==> src/sv/bped_pkg.sv <==
// ----------------------------------------------------------------------------
// bped_pkg
// Shared types and constants for the button press event detector.
// ----------------------------------------------------------------------------
package bped_pkg;

  localparam int TIME_BITS  = 32;
  localparam int COUNT_BITS = 32;
  localparam int MS_BITS    = 16;
  localparam int IDX_BITS   = 8;
  localparam int DATA_BITS  = 16;
  localparam int FIFO_DEPTH = 4;
  localparam int PTR_BITS   = $clog2(FIFO_DEPTH);
  localparam int CNT_BITS   = $clog2(FIFO_DEPTH + 1);

  localparam logic [MS_BITS-1:0] LONG_PRESS_RST   = 16'd1000;
  localparam logic [MS_BITS-1:0] DOUBLE_PRESS_RST = 16'd300;
  localparam logic [MS_BITS-1:0] DEBOUNCE_RST     = 16'd20;

  typedef enum logic [2:0] {
    EV_SHORT_PRESS   = 3'd0,
    EV_DOUBLE_PRESS  = 3'd1,
    EV_LONG_PRESS    = 3'd2,
    EV_SHORT_RELEASE = 3'd3,
    EV_LONG_RELEASE  = 3'd4
  } event_t;

  typedef enum logic [IDX_BITS-1:0] {
    CFG_ACTIVE_LOW   = 8'd0,
    CFG_LONG_PRESS   = 8'd1,
    CFG_DOUBLE_PRESS = 8'd2,
    CFG_DEBOUNCE     = 8'd3
  } cfg_index_t;

  typedef struct packed {
    event_t                code;
    logic                  pressed;
    logic [COUNT_BITS-1:0] total;
    logic [TIME_BITS-1:0]  press_time;
    logic                  last;
  } result_t;

endpackage

==> src/sv/button_press_event_detector_top.sv <==
// ----------------------------------------------------------------------------
// button_press_event_detector_top
// Debounces a polled pin and emits press, double, long and release events.
// An accepted tick is registered in an input stage, then processed into the result queue.
// Throughput: one tick per cycle; stall input while fewer than two of four queue slots are free.
// Reset: synchronous rst clears state, restores register defaults, empties queue.
// ----------------------------------------------------------------------------
module button_press_event_detector_top (
  input  logic                            clk,
  input  logic                            rst,
  input  logic                            cfg_valid,
  output logic                            cfg_ready,
  input  logic [bped_pkg::IDX_BITS-1:0]   cfg_index,
  input  logic [bped_pkg::DATA_BITS-1:0]  cfg_data,
  input  logic                            in_valid,
  output logic                            in_stall,
  input  logic                            pin_level,
  input  logic [bped_pkg::TIME_BITS-1:0]  now_ms,
  output logic                            out_valid,
  input  logic                            out_stall,
  output logic [2:0]                      event_code,
  output logic                            pressed,
  output logic [bped_pkg::COUNT_BITS-1:0] press_total,
  output logic [bped_pkg::TIME_BITS-1:0]  last_press_time,
  output logic                            last_of_run
);

  logic                           pin_invert;
  logic [bped_pkg::MS_BITS-1:0]   long_limit;
  logic [bped_pkg::MS_BITS-1:0]   double_limit;
  logic [bped_pkg::MS_BITS-1:0]   settle_limit;

  logic                           raw_seen, raw_seen_next;
  logic                           stable_level, stable_level_next;
  logic [bped_pkg::TIME_BITS-1:0] hold_off_end, hold_off_end_next;
  logic [bped_pkg::TIME_BITS-1:0] press_start, press_start_next;
  logic                           press_recorded, press_recorded_next;
  logic [bped_pkg::TIME_BITS-1:0] prev_press_time, prev_press_time_next;
  logic                           prev_press_valid, prev_press_valid_next;
  logic                           long_done, long_done_next;
  logic [bped_pkg::COUNT_BITS-1:0] press_counter, press_counter_next;

  logic                           s1_valid;
  logic                           s1_pin;
  logic [bped_pkg::TIME_BITS-1:0] s1_now;

  bped_pkg::result_t              fifo_mem [bped_pkg::FIFO_DEPTH];
  logic [bped_pkg::PTR_BITS-1:0]  wr_ptr;
  logic [bped_pkg::PTR_BITS-1:0]  rd_ptr;
  logic [bped_pkg::CNT_BITS-1:0]  count;

  logic                           proc;
  logic                           in_take;
  logic                           pop;
  logic [1:0]                     ev_n;
  bped_pkg::event_t               ev0, ev1;
  logic                           level;
  logic [bped_pkg::TIME_BITS-1:0] hold_dist;
  logic                           in_hold;
  bped_pkg::result_t              res0, res1;

  assign cfg_ready = 1'b1;
  assign proc      = s1_valid && (count <= bped_pkg::CNT_BITS'(bped_pkg::FIFO_DEPTH - 2));
  assign in_stall  = s1_valid && !proc;
  assign in_take   = in_valid && !in_stall;
  assign out_valid = (count != '0);
  assign pop       = out_valid && !out_stall;

  always_ff @(posedge clk) begin
    if (rst) begin
      pin_invert   <= 1'b0;
      long_limit   <= bped_pkg::LONG_PRESS_RST;
      double_limit <= bped_pkg::DOUBLE_PRESS_RST;
      settle_limit <= bped_pkg::DEBOUNCE_RST;
    end else if (cfg_valid && cfg_ready) begin
      unique case (cfg_index)
        bped_pkg::CFG_ACTIVE_LOW:   pin_invert <= cfg_data[0];
        bped_pkg::CFG_LONG_PRESS:   if (cfg_data != '0) long_limit <= cfg_data;
        bped_pkg::CFG_DOUBLE_PRESS: if (cfg_data != '0) double_limit <= cfg_data;
        bped_pkg::CFG_DEBOUNCE:     if (cfg_data != '0) settle_limit <= cfg_data;
        default: ;
      endcase
    end
  end

  always_ff @(posedge clk) begin
    if (rst) begin
      s1_valid <= 1'b0;
    end else if (in_take) begin
      s1_valid <= 1'b1;
    end else if (proc) begin
      s1_valid <= 1'b0;
    end
  end

  always_ff @(posedge clk) begin
    if (in_take) begin
      s1_pin <= pin_level;
      s1_now <= now_ms;
    end
  end

  always_comb begin
    raw_seen_next         = raw_seen;
    stable_level_next     = stable_level;
    hold_off_end_next     = hold_off_end;
    press_start_next      = press_start;
    press_recorded_next   = press_recorded;
    prev_press_time_next  = prev_press_time;
    prev_press_valid_next = prev_press_valid;
    long_done_next        = long_done;
    press_counter_next    = press_counter;
    ev_n                  = 2'd0;
    ev0                   = bped_pkg::EV_SHORT_PRESS;
    ev1                   = bped_pkg::EV_DOUBLE_PRESS;
    level                 = s1_pin ^ pin_invert;
    hold_dist             = hold_off_end - s1_now;
    in_hold = (hold_dist != '0) &&
              (hold_dist <= bped_pkg::TIME_BITS'(settle_limit));
    if (in_hold) begin
      ev_n = 2'd0;
    end else if (level != raw_seen) begin
      raw_seen_next     = level;
      hold_off_end_next = s1_now + bped_pkg::TIME_BITS'(settle_limit);
    end else if (level != stable_level) begin
      stable_level_next = level;
      if (level) begin
        press_start_next      = s1_now;
        press_recorded_next   = 1'b1;
        long_done_next        = 1'b0;
        press_counter_next    = press_counter + 1'b1;
        prev_press_time_next  = s1_now;
        prev_press_valid_next = 1'b1;
        ev0                   = bped_pkg::EV_SHORT_PRESS;
        if (prev_press_valid &&
            ((s1_now - prev_press_time) < bped_pkg::TIME_BITS'(double_limit))) begin
          ev_n = 2'd2;
        end else begin
          ev_n = 2'd1;
        end
      end else if (press_recorded) begin
        press_recorded_next = 1'b0;
        ev0  = long_done ? bped_pkg::EV_LONG_RELEASE : bped_pkg::EV_SHORT_RELEASE;
        ev_n = 2'd1;
      end
    end else if (stable_level && !long_done &&
                 ((s1_now - press_start) >= bped_pkg::TIME_BITS'(long_limit))) begin
      long_done_next = 1'b1;
      ev0            = bped_pkg::EV_LONG_PRESS;
      ev_n           = 2'd1;
    end
    res0.code       = ev0;
    res0.pressed    = stable_level_next;
    res0.total      = press_counter_next;
    res0.press_time = prev_press_time_next;
    res0.last       = (ev_n == 2'd1);
    res1.code       = ev1;
    res1.pressed    = stable_level_next;
    res1.total      = press_counter_next;
    res1.press_time = prev_press_time_next;
    res1.last       = 1'b1;
  end

  always_ff @(posedge clk) begin
    if (rst) begin
      raw_seen         <= 1'b0;
      stable_level     <= 1'b0;
      hold_off_end     <= '0;
      press_start      <= '0;
      press_recorded   <= 1'b0;
      prev_press_time  <= '0;
      prev_press_valid <= 1'b0;
      long_done        <= 1'b0;
      press_counter    <= '0;
    end else if (proc) begin
      raw_seen         <= raw_seen_next;
      stable_level     <= stable_level_next;
      hold_off_end     <= hold_off_end_next;
      press_start      <= press_start_next;
      press_recorded   <= press_recorded_next;
      prev_press_time  <= prev_press_time_next;
      prev_press_valid <= prev_press_valid_next;
      long_done        <= long_done_next;
      press_counter    <= press_counter_next;
    end
  end

  always_ff @(posedge clk) begin
    if (proc && ev_n != 2'd0) begin
      fifo_mem[wr_ptr] <= res0;
    end
    if (proc && ev_n == 2'd2) begin
      fifo_mem[wr_ptr + 1'b1] <= res1;
    end
  end

  always_ff @(posedge clk) begin
    if (rst) begin
      wr_ptr <= '0;
      rd_ptr <= '0;
      count  <= '0;
    end else begin
      if (proc) begin
        wr_ptr <= wr_ptr + bped_pkg::PTR_BITS'(ev_n);
      end
      if (pop) begin
        rd_ptr <= rd_ptr + 1'b1;
      end
      count <= count + bped_pkg::CNT_BITS'(proc ? ev_n : 2'd0)
                     - bped_pkg::CNT_BITS'(pop);
    end
  end

  assign event_code      = fifo_mem[rd_ptr].code;
  assign pressed         = fifo_mem[rd_ptr].pressed;
  assign press_total     = fifo_mem[rd_ptr].total;
  assign last_press_time = fifo_mem[rd_ptr].press_time;
  assign last_of_run     = fifo_mem[rd_ptr].last;

  a_count_bound: assert property (@(posedge clk) disable iff (rst)
    count <= bped_pkg::CNT_BITS'(bped_pkg::FIFO_DEPTH))
    else $error("result queue overflow");

  a_pair_is_press: assert property (@(posedge clk) disable iff (rst)
    (proc && ev_n == 2'd2) |-> (ev0 == bped_pkg::EV_SHORT_PRESS && stable_level_next))
    else $error("two events from a tick that is not a press");

  a_full_stalls: assert property (@(posedge clk) disable iff (rst)
    (s1_valid && count > bped_pkg::CNT_BITS'(bped_pkg::FIFO_DEPTH - 2)) |=>
      (s1_valid && $stable(s1_now)))
    else $error("pending tick lost while queue full");

  a_release_level: assert property (@(posedge clk) disable iff (rst)
    (proc && ev_n == 2'd1 && (ev0 == bped_pkg::EV_SHORT_RELEASE ||
      ev0 == bped_pkg::EV_LONG_RELEASE)) |=> !stable_level && !press_recorded)
    else $error("release event without released state");

endmodule
==> config.mk <==
export PLATFORM = sky130hd
export DESIGN_NAME = button_press_event_detector_top
export DESIGN_NICKNAME = d
export VERILOG_FILES = /design/src/sv/bped_pkg.sv /design/src/sv/button_press_event_detector_top.sv
export SDC_FILE = /design/constraint.sdc
export NUM_CORES = 1
export LEC_CHECK = 0
export ABC_AREA = 1
export BUFFER_PORTS_ARGS = -buffer_cell sky130_fd_sc_hd__buf_2
export CAP_MARGIN = 0
export CORE_ASPECT_RATIO = 1.25
export CORE_UTILIZATION = 40
export DETAILED_ROUTE_END_ITERATION = 16
export GPL_ROUTABILITY_DRIVEN = 1
export REMOVE_ABC_BUFFERS = 1
export SYNTH_ARGS = -nofsm -noshare
export SYNTH_HDL_FRONTEND = slang
export SYNTH_SLANG_ARGS = --single-unit
==> constraint.sdc <==
create_clock -name clk -period 7.9 [get_ports clk]
set_clock_uncertainty 0.2 [all_clocks]
set_input_delay 0.79 -clock clk [delete_from_list [all_inputs] [get_ports clk]]
set_output_delay 0.79 -clock clk [all_outputs]
set_load 0.05 [all_outputs]
* After elaboration in Yosys (flattened, before gate mapping)
Memory sizes are Yosys's and may differ from the RTL's. A register that Yosys moved wholly into a read port is not among the register bits.
Cells that the tools add are included.
** Word-level totals
- Register bits :: 223
- Bits in writable memories :: 276
- Output and inout bits :: 72
- Word-level logic and storage cells :: 112
- Memories :: 1
** Memories
- fifo_mem :: depth 4, width 69, rd ports 1, clocked after memory_dff 1, wr ports 2, RTL line button_press_event_detector_top.sv:47 : bped_pkg::result_t fifo_mem [bped_pkg::FIFO_DEPTH];
** Operators by class
- $add $sub $neg :: 10
- Magnitude comparators :: 4
- Eq/ne operators :: 8
- Multiplexer cells :: 38
- Bitwise logic cells :: 3
- Reduce and logical (&&, ||, !) cells :: 29
** Operators with widths (number)
- 32-bit 2-to-1 mux :: 8
- 32-bit subtractor :: 3
- 32-bit by 1-bit adder with 32-bit output, second input constant :: 1
- 32-bit by 16-bit adder with 32-bit output :: 1
- 32-bit by 16-bit greater-or-equal comparator with 1-bit output :: 1
- 32-bit by 16-bit <= comparator with 1-bit output :: 1
- 32-bit by 16-bit less-than comparator with 1-bit output :: 1
- 32-bit nonzero test :: 1
- 2-bit 2-to-1 mux :: 9
- 3-bit 2-to-1 mux :: 6
- 8-bit by 2-bit equality test with 1-bit output, second input constant :: 2
- 16-bit nonzero test :: 1
- 1-bit 2-to-1 mux :: 15
- 3-bit AND reduction :: 4
- 1-bit logical AND :: 10
- 5-bit AND reduction :: 2
- 8-bit by 1-bit equality test with 1-bit output, second input constant :: 1
- 8-bit logical NOT :: 1
- 2-bit nonzero test :: 3
- 2-bit by 1-bit adder with 2-bit output, second input constant :: 2
- 1-bit logical NOT :: 4
- 4-bit AND reduction :: 1
- 3-bit by 2-bit adder with 3-bit output :: 1
- 3-bit by 2-bit <= comparator with 1-bit output, second input constant :: 1
- other kinds (10) :: 12

* Depth between registers and ports, before layout
Gate-level depths: netlist of run 1.
- Word-level depth :: 12
- Mapped depth :: 37
- Depth with buffers taken out :: 37

* Worst setup path after synthesis of run 1
No wires, ideal clock.
- Path kind :: reg2reg
- Start point :: register s1_now[0] in the netlist's numbering
- End point :: memory fifo_mem[0][10] in the netlist's numbering (enable)
- Library setup time :: 0.700 ns
- Arrival time :: 4.692 ns
- Data required time :: 7.000 ns
- Slack :: 2.309 ns
- Stages on the path, launching flop included :: 34
- Period minus slack after synthesis :: 5.591 ns
- Path through :: edfxtp_1 -> ha_1 -> fa_1 -> inv_1 -> nand3_1 -> nand2_1 -> nand2_1 -> nand2_1 -> nand2_1 -> nand2_1 -> nand2_1 -> nand2_1 -> inv_1 -> ha_1 -> nand2_1 -> inv_1 -> o21ai_0 -> a21oi_1 -> nor2_1 -> nand2_1 -> nand2_1 -> nand3_1 -> nor2_1 -> nand2_1 -> nor2_4 -> nand2_8 -> nand2_4 -> nor2_4 -> nand2_2 -> nand2_4 -> nand2_2 -> buf_6 -> buf_6 -> nand2_1
** RTL lines
- start: declaration :: RTL line button_press_event_detector_top.sv:45 : logic [bped_pkg::TIME_BITS-1:0] s1_now;
- start signal: assignment :: RTL line button_press_event_detector_top.sv:99 : s1_now <= now_ms;
- end: declaration :: RTL line button_press_event_detector_top.sv:47

* Worst setup path after layout of run 1
- Start point :: register s1_now[0] in the netlist's numbering
- End point :: register press_start[31] in the netlist's numbering
** On the way
- Cells in the longest elaborated chain, start to end :: 5
** Ends and longest elaborated chain
- 32-bit subtractor * :: RTL line button_press_event_detector_top.sv:117 : hold_dist = hold_off_end - s1_now;
- 32-bit by 16-bit <= comparator with 1-bit output or 32-bit nonzero test (tied branches) :: RTL line button_press_event_detector_top.sv:119, button_press_event_detector_top.sv:118
- 1-bit logical AND * :: RTL line button_press_event_detector_top.sv:118 : in_hold = (hold_dist != '0) &&
- 1-bit inverter (no source line) *
- 5-bit AND reduction (no source line) *
- end signal: assignment :: RTL line button_press_event_detector_top.sv:179 : press_start <= press_start_next;
- end: declaration :: RTL line button_press_event_detector_top.sv:36 : logic [bped_pkg::TIME_BITS-1:0] press_start, press_start_next;
Every way passes the cells marked *; elsewhere a longest branch is shown, timed or not.
A chain may end at the register's enable or synchronous reset.

==> results.md, run 1 <==
- Final setup fails: 0
- Post-DP HPWL: 74900 um
- Post-synth EDFFs: between 200 and 300
- Tot Pwr: around 9.0 mW
- CTS buffer count: 56
- Fin. max-slew vios: 0
- Hold Path Depth: 1
- Reg2Reg Depth: 28
- RSZ-0062 raised after global routing: no
- Commonest non-fill, non-tap cells in the layout: 1018 x nand2_1, 676 x inv_1, 409 x nor2_1, 368 x a21oi_1, 358 x o21ai_0
- Vias post-DR: a little under 30000
- Sw Ratio: around two fifths
- Hold buffer count at CTS: 0
- CP Capture Type: register
- Avg WL per Cell: around 19 um
- Register bit count reported by yosys: approximately 500
- Initial core utilization: between 40% and 50%
- Gr ovfl total: 0
- Final GP Congestion: just under 1
- Power Density: approximately 250 nW/um2
- Reg power frac: roughly 34%
- Hold Crit Class: primary input to register
- Num ports: roughly 130
- Port Buffers: 132
- First-pass GRT wire length: approximately 160000 um
- Area grow syn2layout: 10.5%
- Deepest clock path buffer count: 3
- Crit path launch type: register
- Critical path class: register to register
- Main synth FF type: edfxtp_1
- Vias per Instance: roughly 5.3
- H-Tree Depth: 2
- FF/Latch Area: between 10000 and 15000 um2
- Multi-input gate area: roughly 16000 um2
- Remaining DRCs: 0
- Diode count: 0
- CTS resizes: 0
- Final period util: between 70% and 80%
- DIE HEIGHT: 320 um
- CP Max Fanout: 63
- Maximum vdd ir drop: between 0.00015 and 0.0002 V
- Post-Route WL: approximately 100000 um
- Syn_area_per_cell: around 7.3 um2
- Switching pwr: roughly 3.6 mW
- CP max stage delay: ~0.85 ns
- Vias in the first global route: roughly 29000
- Max cap viols: 0
- DRT antenna net count: 0
- Total negative slack: 0 ns
- Status: complete, no violations
- Slowest cell on the critical path: nand2_2
- P_int: between 5 and 6 mW
- Core area: roughly 80000 um2
- Reg clk slew, reported paths: about 0.060 ns
- Clock power frac: 30.5%
- Post-synth cell types: 52
- Worst EP arrival: about 6.4 ns
- Layout cells sized above 1: around 7.6%
- Clk root buf: clkbuf_16
- Mapped Cells: 4414
- Most used cell, CP: nand2_1
- Clock Latency Late Sink: between 0.6 and 0.7 ns
- CTS sink cnt: 501
- Combinational power share: between 30% and 40%
- Fraction of registers with async set/reset: 0%
- Leak: ~16 nW
- Maximum clock frequency: between 150 and 200 MHz
- CTS tree: built
- Initial antenna violation count: 0
- Die X: 257 um
- Ys Warns: 0
- DR pass1 iterations: 6
- Largest net degree at the start of global routing: about 100
- Worst-Margin Slew: around 1.2 ns
- Critical path required time: 8.24 ns
- DR iter-0 viols: ~1800
- GRT Util Overall: 24.9%
- FILL cells: 8327
- Clock period minus worst slack: ~6 ns
- Die Area: slightly above 80000 um2
- Hold Fails Final Rpt: 0
- Netlist Area Pre-Place: between 30000 and 40000 um2
- Most common cell after layout, fill and taps aside: nand2_1
- Nets: 4687
- Postcts setup bufs: 0
- Num rows: around 120
- Sequential fraction of the synthesis area: between 30% and 40%
- Slew HR: between 20% and 30%
==> logic make-up after synthesis <==
| kind of cell | after synthesis | share of synthesized area [%] |
|---|---|---|
| and+or+nand+nor | 1784 | 22.9 |
| AOI/OAI and AO/OA | 1014 | 17.7 |
| buffers and inverters | 863 | 10.5 |
| DFF | 501 | 40.0 |
| adders and majority gates | 166 | 6.52 |
| xor gates and xnor gates | 85 | 2.32 |
| other | 1 | 0.0116 |
==> power by group through the flow <==
stage	clock (mW)	combinational (mW)	sequential [mW]
detailed placement	0	3.15	3.11
finish	2.73	3.16	3.06
floorplan	0	2.25	3.08
global route	2.88	3.49	3.08
CTS	2.78	3.16	3.06
global placement	0	3.14	3.11
==> area by class of cell <==
| type | count | share of cell area, % |
|---|---|---|
| flip-flops and latches | 501 | 36.2 |
| repair buffers | 161 | 2.56 |
| multi-input cells | 3050 | 44.9 |
| clock buffers | 80 | 4.48 |
| clock inverters | 26 | 0.870 |
| well taps | 1062 | 3.71 |
| inverters | 689 | 7.23 |
==> worst max-delay path, delay by kind of cell, from the launching register on <==
| family | cells | cell delay, ns |
|---|---|---|
| AOI/OAI and AO/OA | 1 | 0.12 |
| DFF | 1 | 0.48 |
| adders and majority gates | 3 | 0.97 |
| buffers and inverters | 4 | 0.70 |
| and+or+nand+nor | 20 | 3.40 |
==> sequential cells by signal (all words and copies together) (netlist names), 2 cells and up, named ones only <==
name             cells
count                3
double_limit        16
fifo_mem           276
hold_off_end        32
long_limit          16
press_counter       32
press_start         32
prev_press_time     32
rd_ptr               2
s1_now              32
settle_limit        16
wr_ptr               2
==> routing by layer <==
layer,track usage [%],share of wire [%],vias up
li1,-,-,14600
met1,29.5,41,13800
met2,46.3,51,747
met3,2.30,4.2,202
met4,9.46,3.7,0
met5,0,0,-
==> cell usage after synthesis, types with 14 or more instances <==
cell / n / area (um2)
a21boi_0: 42 / 315
a21boi_1: 84 / 631
a21oi_1: 368 / 1840
buf_2: 34 / 170
clkbuf_1: 112 / 420
dfxtp_1: 208 / 4160
edfxtp_1: 293 / 8800
ha_1: 161 / 2010
inv_1: 679 / 2550
nand2_1: 1023 / 3840
nand3_1: 147 / 736
nand3b_1: 21 / 158
nand4_1: 65 / 407
nor2_1: 411 / 1540
nor3_1: 60 / 300
nor4_1: 17 / 106
o21ai_0: 358 / 1790
o21ai_2: 29 / 254
o21bai_1: 14 / 105
o22ai_1: 69 / 432
xnor2_1: 14 / 123
xor2_1: 70 / 613
==> stage by stage <==
step	area, um2	setup WS [ns]	util [%]	hold slack, ns	cells
CTS	35800	1.84	44.7	0.110	5569
global placement	33900	1.93	42.3	0.233	5463
detailed placement	33900	1.86	42.3	0.241	5463
finish	35800	1.88	44.7	0.139	5569
floorplan	31600	1.59	-	0.224	4240
global route	35800	1.32	44.7	0.108	5569
==> worst paths after layout <==
path / from / end / slack, ns
setup reg to reg: s1_now[0]$_DFFE_PP_ / press_start[31]$_SDFFE_PP0P_ / 1.88
setup / recovery: s1_now[0]$_DFFE_PP_ / press_start[31]$_SDFFE_PP0P_ / 1.88
hold reg to reg: prev_press_valid$_SDFFE_PP0P_ / prev_press_valid$_SDFFE_PP0P_ / 0.25
hold / removal: now_ms[8] / s1_now[8]$_DFFE_PP_ / 0.14
Note: power is estimated with default switching activity, not from simulation.
==> run 2: changes to the inputs <==
==> constraint.sdc (replaced) <==
create_clock -name clk -period 6.15 [get_ports clk]
set_clock_uncertainty 0.2 [all_clocks]
set_input_delay 0.615 -clock clk [delete_from_list [all_inputs] [get_ports clk]]
set_output_delay 0.615 -clock clk [all_outputs]
set_load 0.05 [all_outputs]
==> run 2 against run 1 <==
Against the previous run:
- critical path type unchanged
- utilization rose by 0.66 points
- combinational power rose by 30%
- largest cell class unchanged
- sequential share of layout area fell by 0.52 points
- die area is the same
- highest routed layer unchanged
- critical path depth is 1 lower
- maximum frequency increased by 7.9%
- critical endpoint is now fifo_mem[2][5]$_DFFE_PP_
- via count is 1.0% higher
- sequential cell count stayed put
- cell area rose by 1.5%
- wire length grew 1.4%
- count of clock-buffer cells in the layout increased by 5
- non-clock buffer count is 52 higher
==> results.md, run 2 (synthesis results as in run 1) <==
- Status: complete, no violations (unchanged)
- Largest net degree at the start of global routing: 112 (was 103)
- Die Area: 82200 um2 (unchanged)
- CP Max Fanout: 49 (was 63)
- Area grow syn2layout: 12.1% (was 10.5%)
- Final setup fails: 0 (unchanged)
- Slew HR: 24.6% (was 23.2%)
- Commonest non-fill, non-tap cells in the layout: 1018 x nand2_1, 676 x inv_1, 409 x nor2_1, 368 x a21oi_1, 358 x o21ai_0 (unchanged)
- Clock period minus worst slack: 5.58 ns (was 6.02 ns)
- Crit path launch type: register (unchanged)
- CTS tree: built (unchanged)
- Maximum clock frequency: 179 MHz (was 166 MHz)
- Port Buffers: 132 (unchanged)
- Worst-Margin Slew: 1.13 ns (was 1.15 ns)
- Vias in the first global route: 28300 (was 28600)
- Post-Route WL: 106000 um (was 104000 um)
- Max cap viols: 0 (unchanged)
- DR iter-0 viols: 1808 (was 1757)
- Initial core utilization: 40.5% (unchanged)
- Met3 usage: 2.28% (was 2.30%)
- RSZ-0062 raised after global routing: no (unchanged)
- Power Density: 315 nW/um2 (was 250 nW/um2)
- Final GP Congestion: 0.991 (was 0.967)
- CP delay by family, top: simple AND/OR/NAND/NOR gates (unchanged)
- Clock Latency Late Sink: 0.64 ns (was 0.63 ns)
- DRT antenna net count: 0 (unchanged)
- DR pass1 iterations: 9 (was 6)
- Layout cells sized above 1: 7.92% (was 7.61%)
- Met1 Usage GRT: 30.0% (was 29.5%)
- Reg-to-reg slack, setup: 0.57 ns (was 1.88 ns)
- Vias post-DR: 29700 (was 29400)
- Hold Fails Final Rpt: 0 (unchanged)
- Gr ovfl total: 0 (unchanged)
- Buffers & Inverters on Critical Path: 2 (was 4)
- Fin. max-slew vios: 0 (unchanged)
- Critical path class: register to register (unchanged)
- Most common cell after layout, fill and taps aside: nand2_1 (unchanged)
- Leak: 16.0 nW (was 15.7 nW)
- Placed cell area: 34100 um2 (was 33900 um2)
- CP max stage delay: 0.61 ns (was 0.85 ns)
- M2 GR Usage: 46.2% (was 46.3%)
- Most used cell, CP: nand2_1 (unchanged)
- Maximum vdd ir drop: 0.000249 V (was 0.000175 V)
- Num ports: 134 (unchanged)
- Design area: 36300 um2 (was 35800 um2)
- Post-DP HPWL: 77100 um (was 74900 um)
- Hold Crit Class: primary input to register (unchanged)
- CP Capture Type: register (unchanged)
- CTS sink cnt: 501 (unchanged)
- Final std cells w/o fill: 5620 (was 5569)
- Largest Register: fifo_mem (unchanged)
- H-Tree Depth: 2 (unchanged)
- Nets: 4738 (was 4687)
- GRT Util Overall: 25.2% (was 24.9%)
- Clk root buf: clkbuf_16 (unchanged)
- CTS resizes: 0 (unchanged)
- Avg WL per Cell: 18.8 um (was 18.7 um)
- Vias per Instance: 5.28 (about the same)
- CTS buffer count: 55 (was 56)
- Most used routing layer: met2 (unchanged)
- DIE HEIGHT: 320 um (unchanged)
- Num rows: 116 (unchanged)
- Core area: 80100 um2 (unchanged)
- Max FFs per register: 276 (unchanged)
- Initial antenna violation count: 0 (unchanged)
- Final period util: 90.7% (was 76.2%)
- Critical path required time: 6.29 ns (was 8.24 ns)
- Slowest cell on the critical path: buf_4 (was nand2_2)
- Die X: 257 um (unchanged)
- Reg clk slew, reported paths: 0.06 ns (about the same)
- WHS: 0.0533 ns (was 0.139 ns)
- First-pass GRT wire length: 161000 um (was 160000 um)
- Worst EP arrival: 5.71 ns (was 6.36 ns)
- Remaining DRCs: 0 (unchanged)
- Placed instance count: 5482 (was 5463)
- Deepest clock path buffer count: 3 (unchanged)
## run 2: routing by layer
metal | wire length (um) | vias to the layer above
met5 | 0 | -
met4 | 4260 | 0
met3 | 4140 | 191
met2 | 53800 | 761
met1 | 43700 | 14000
li1 | - | 14700
## run 2: worst reg2reg max path, stage by stage (launching register included)
cell      delay (ns)
edfxtp_1        0.53
inv_1           0.31
ha_1            0.31
nand3_1         0.12
nand2_2         0.11
nand2_1         0.09
nand2_1         0.10
nand2_1         0.13
nand2_1         0.17
nand2_1         0.10
nand2_1         0.13
ha_1            0.33
nand4_1         0.14
nor2_1          0.17
nand3_1         0.13
nand2_1         0.18
nand3_1         0.10
nor2_1          0.09
nand2_1         0.09
nor2_4          0.24
nand2_8         0.13
nand2_4         0.13
nor2_4          0.05
nand2_2         0.07
nand2_4         0.14
nand2_4         0.11
buf_4           0.61
a21boi_0        0.26
## run 2: power breakdown
part / total, mW / switching (mW) / internal, mW
combinational: 4.12 / 2.96 / 1.16
clock: 3.41 / 1.46 / 1.95
sequential: 3.92 / 0.189 / 3.73
## run 2: cell type report
| cell class | count | area (um2) |
|---|---|---|
| clock inverter | 19 | 198 |
| clock buffer | 85 | 1660 |
| multi-input combinational | 3050 | 16100 |
| sequential | 501 | 13000 |
| timing repair buffer | 213 | 1500 |
| fill | 8307 | 43800 |
| inverter | 689 | 2590 |
| antenna | 1 | 2.50 |
| tap | 1062 | 1330 |
## run 2: metrics by stage
step	setup WS [ns]	TNS (ns)	total power [mW]	utilization [%]
2_1_floorplan	-0.159	-30.34	6.85	-
3_3_place_gp	0.682	0	8.07	42.6
3_5_place_dp	0.605	0	8.09	42.6
6_report	0.574	0	11.4	45.3
4_1_cts	0.579	0	11.5	45.3
5_1_grt	0.244	0	12.1	45.3
## run 2: path summary, 6_finish.rpt
path,depth (start not counted),startpoint,to
setup / recovery,27,s1_now[1]$_DFFE_PP_,fifo_mem[2][5]$_DFFE_PP_
hold / removal,3,in_valid,s1_valid$_SDFFE_PP0P_
setup reg to reg,27,s1_now[1]$_DFFE_PP_,fifo_mem[2][5]$_DFFE_PP_
hold reg to reg,2,fifo_mem[2][0]$_SDFFE_PP1P_,fifo_mem[2][0]$_SDFFE_PP1P_
## run 2: repair_timing
item,CTS,global route
setup buffers,0,0
hold buffers,33,0
endpoints found under the hold margin,33,0
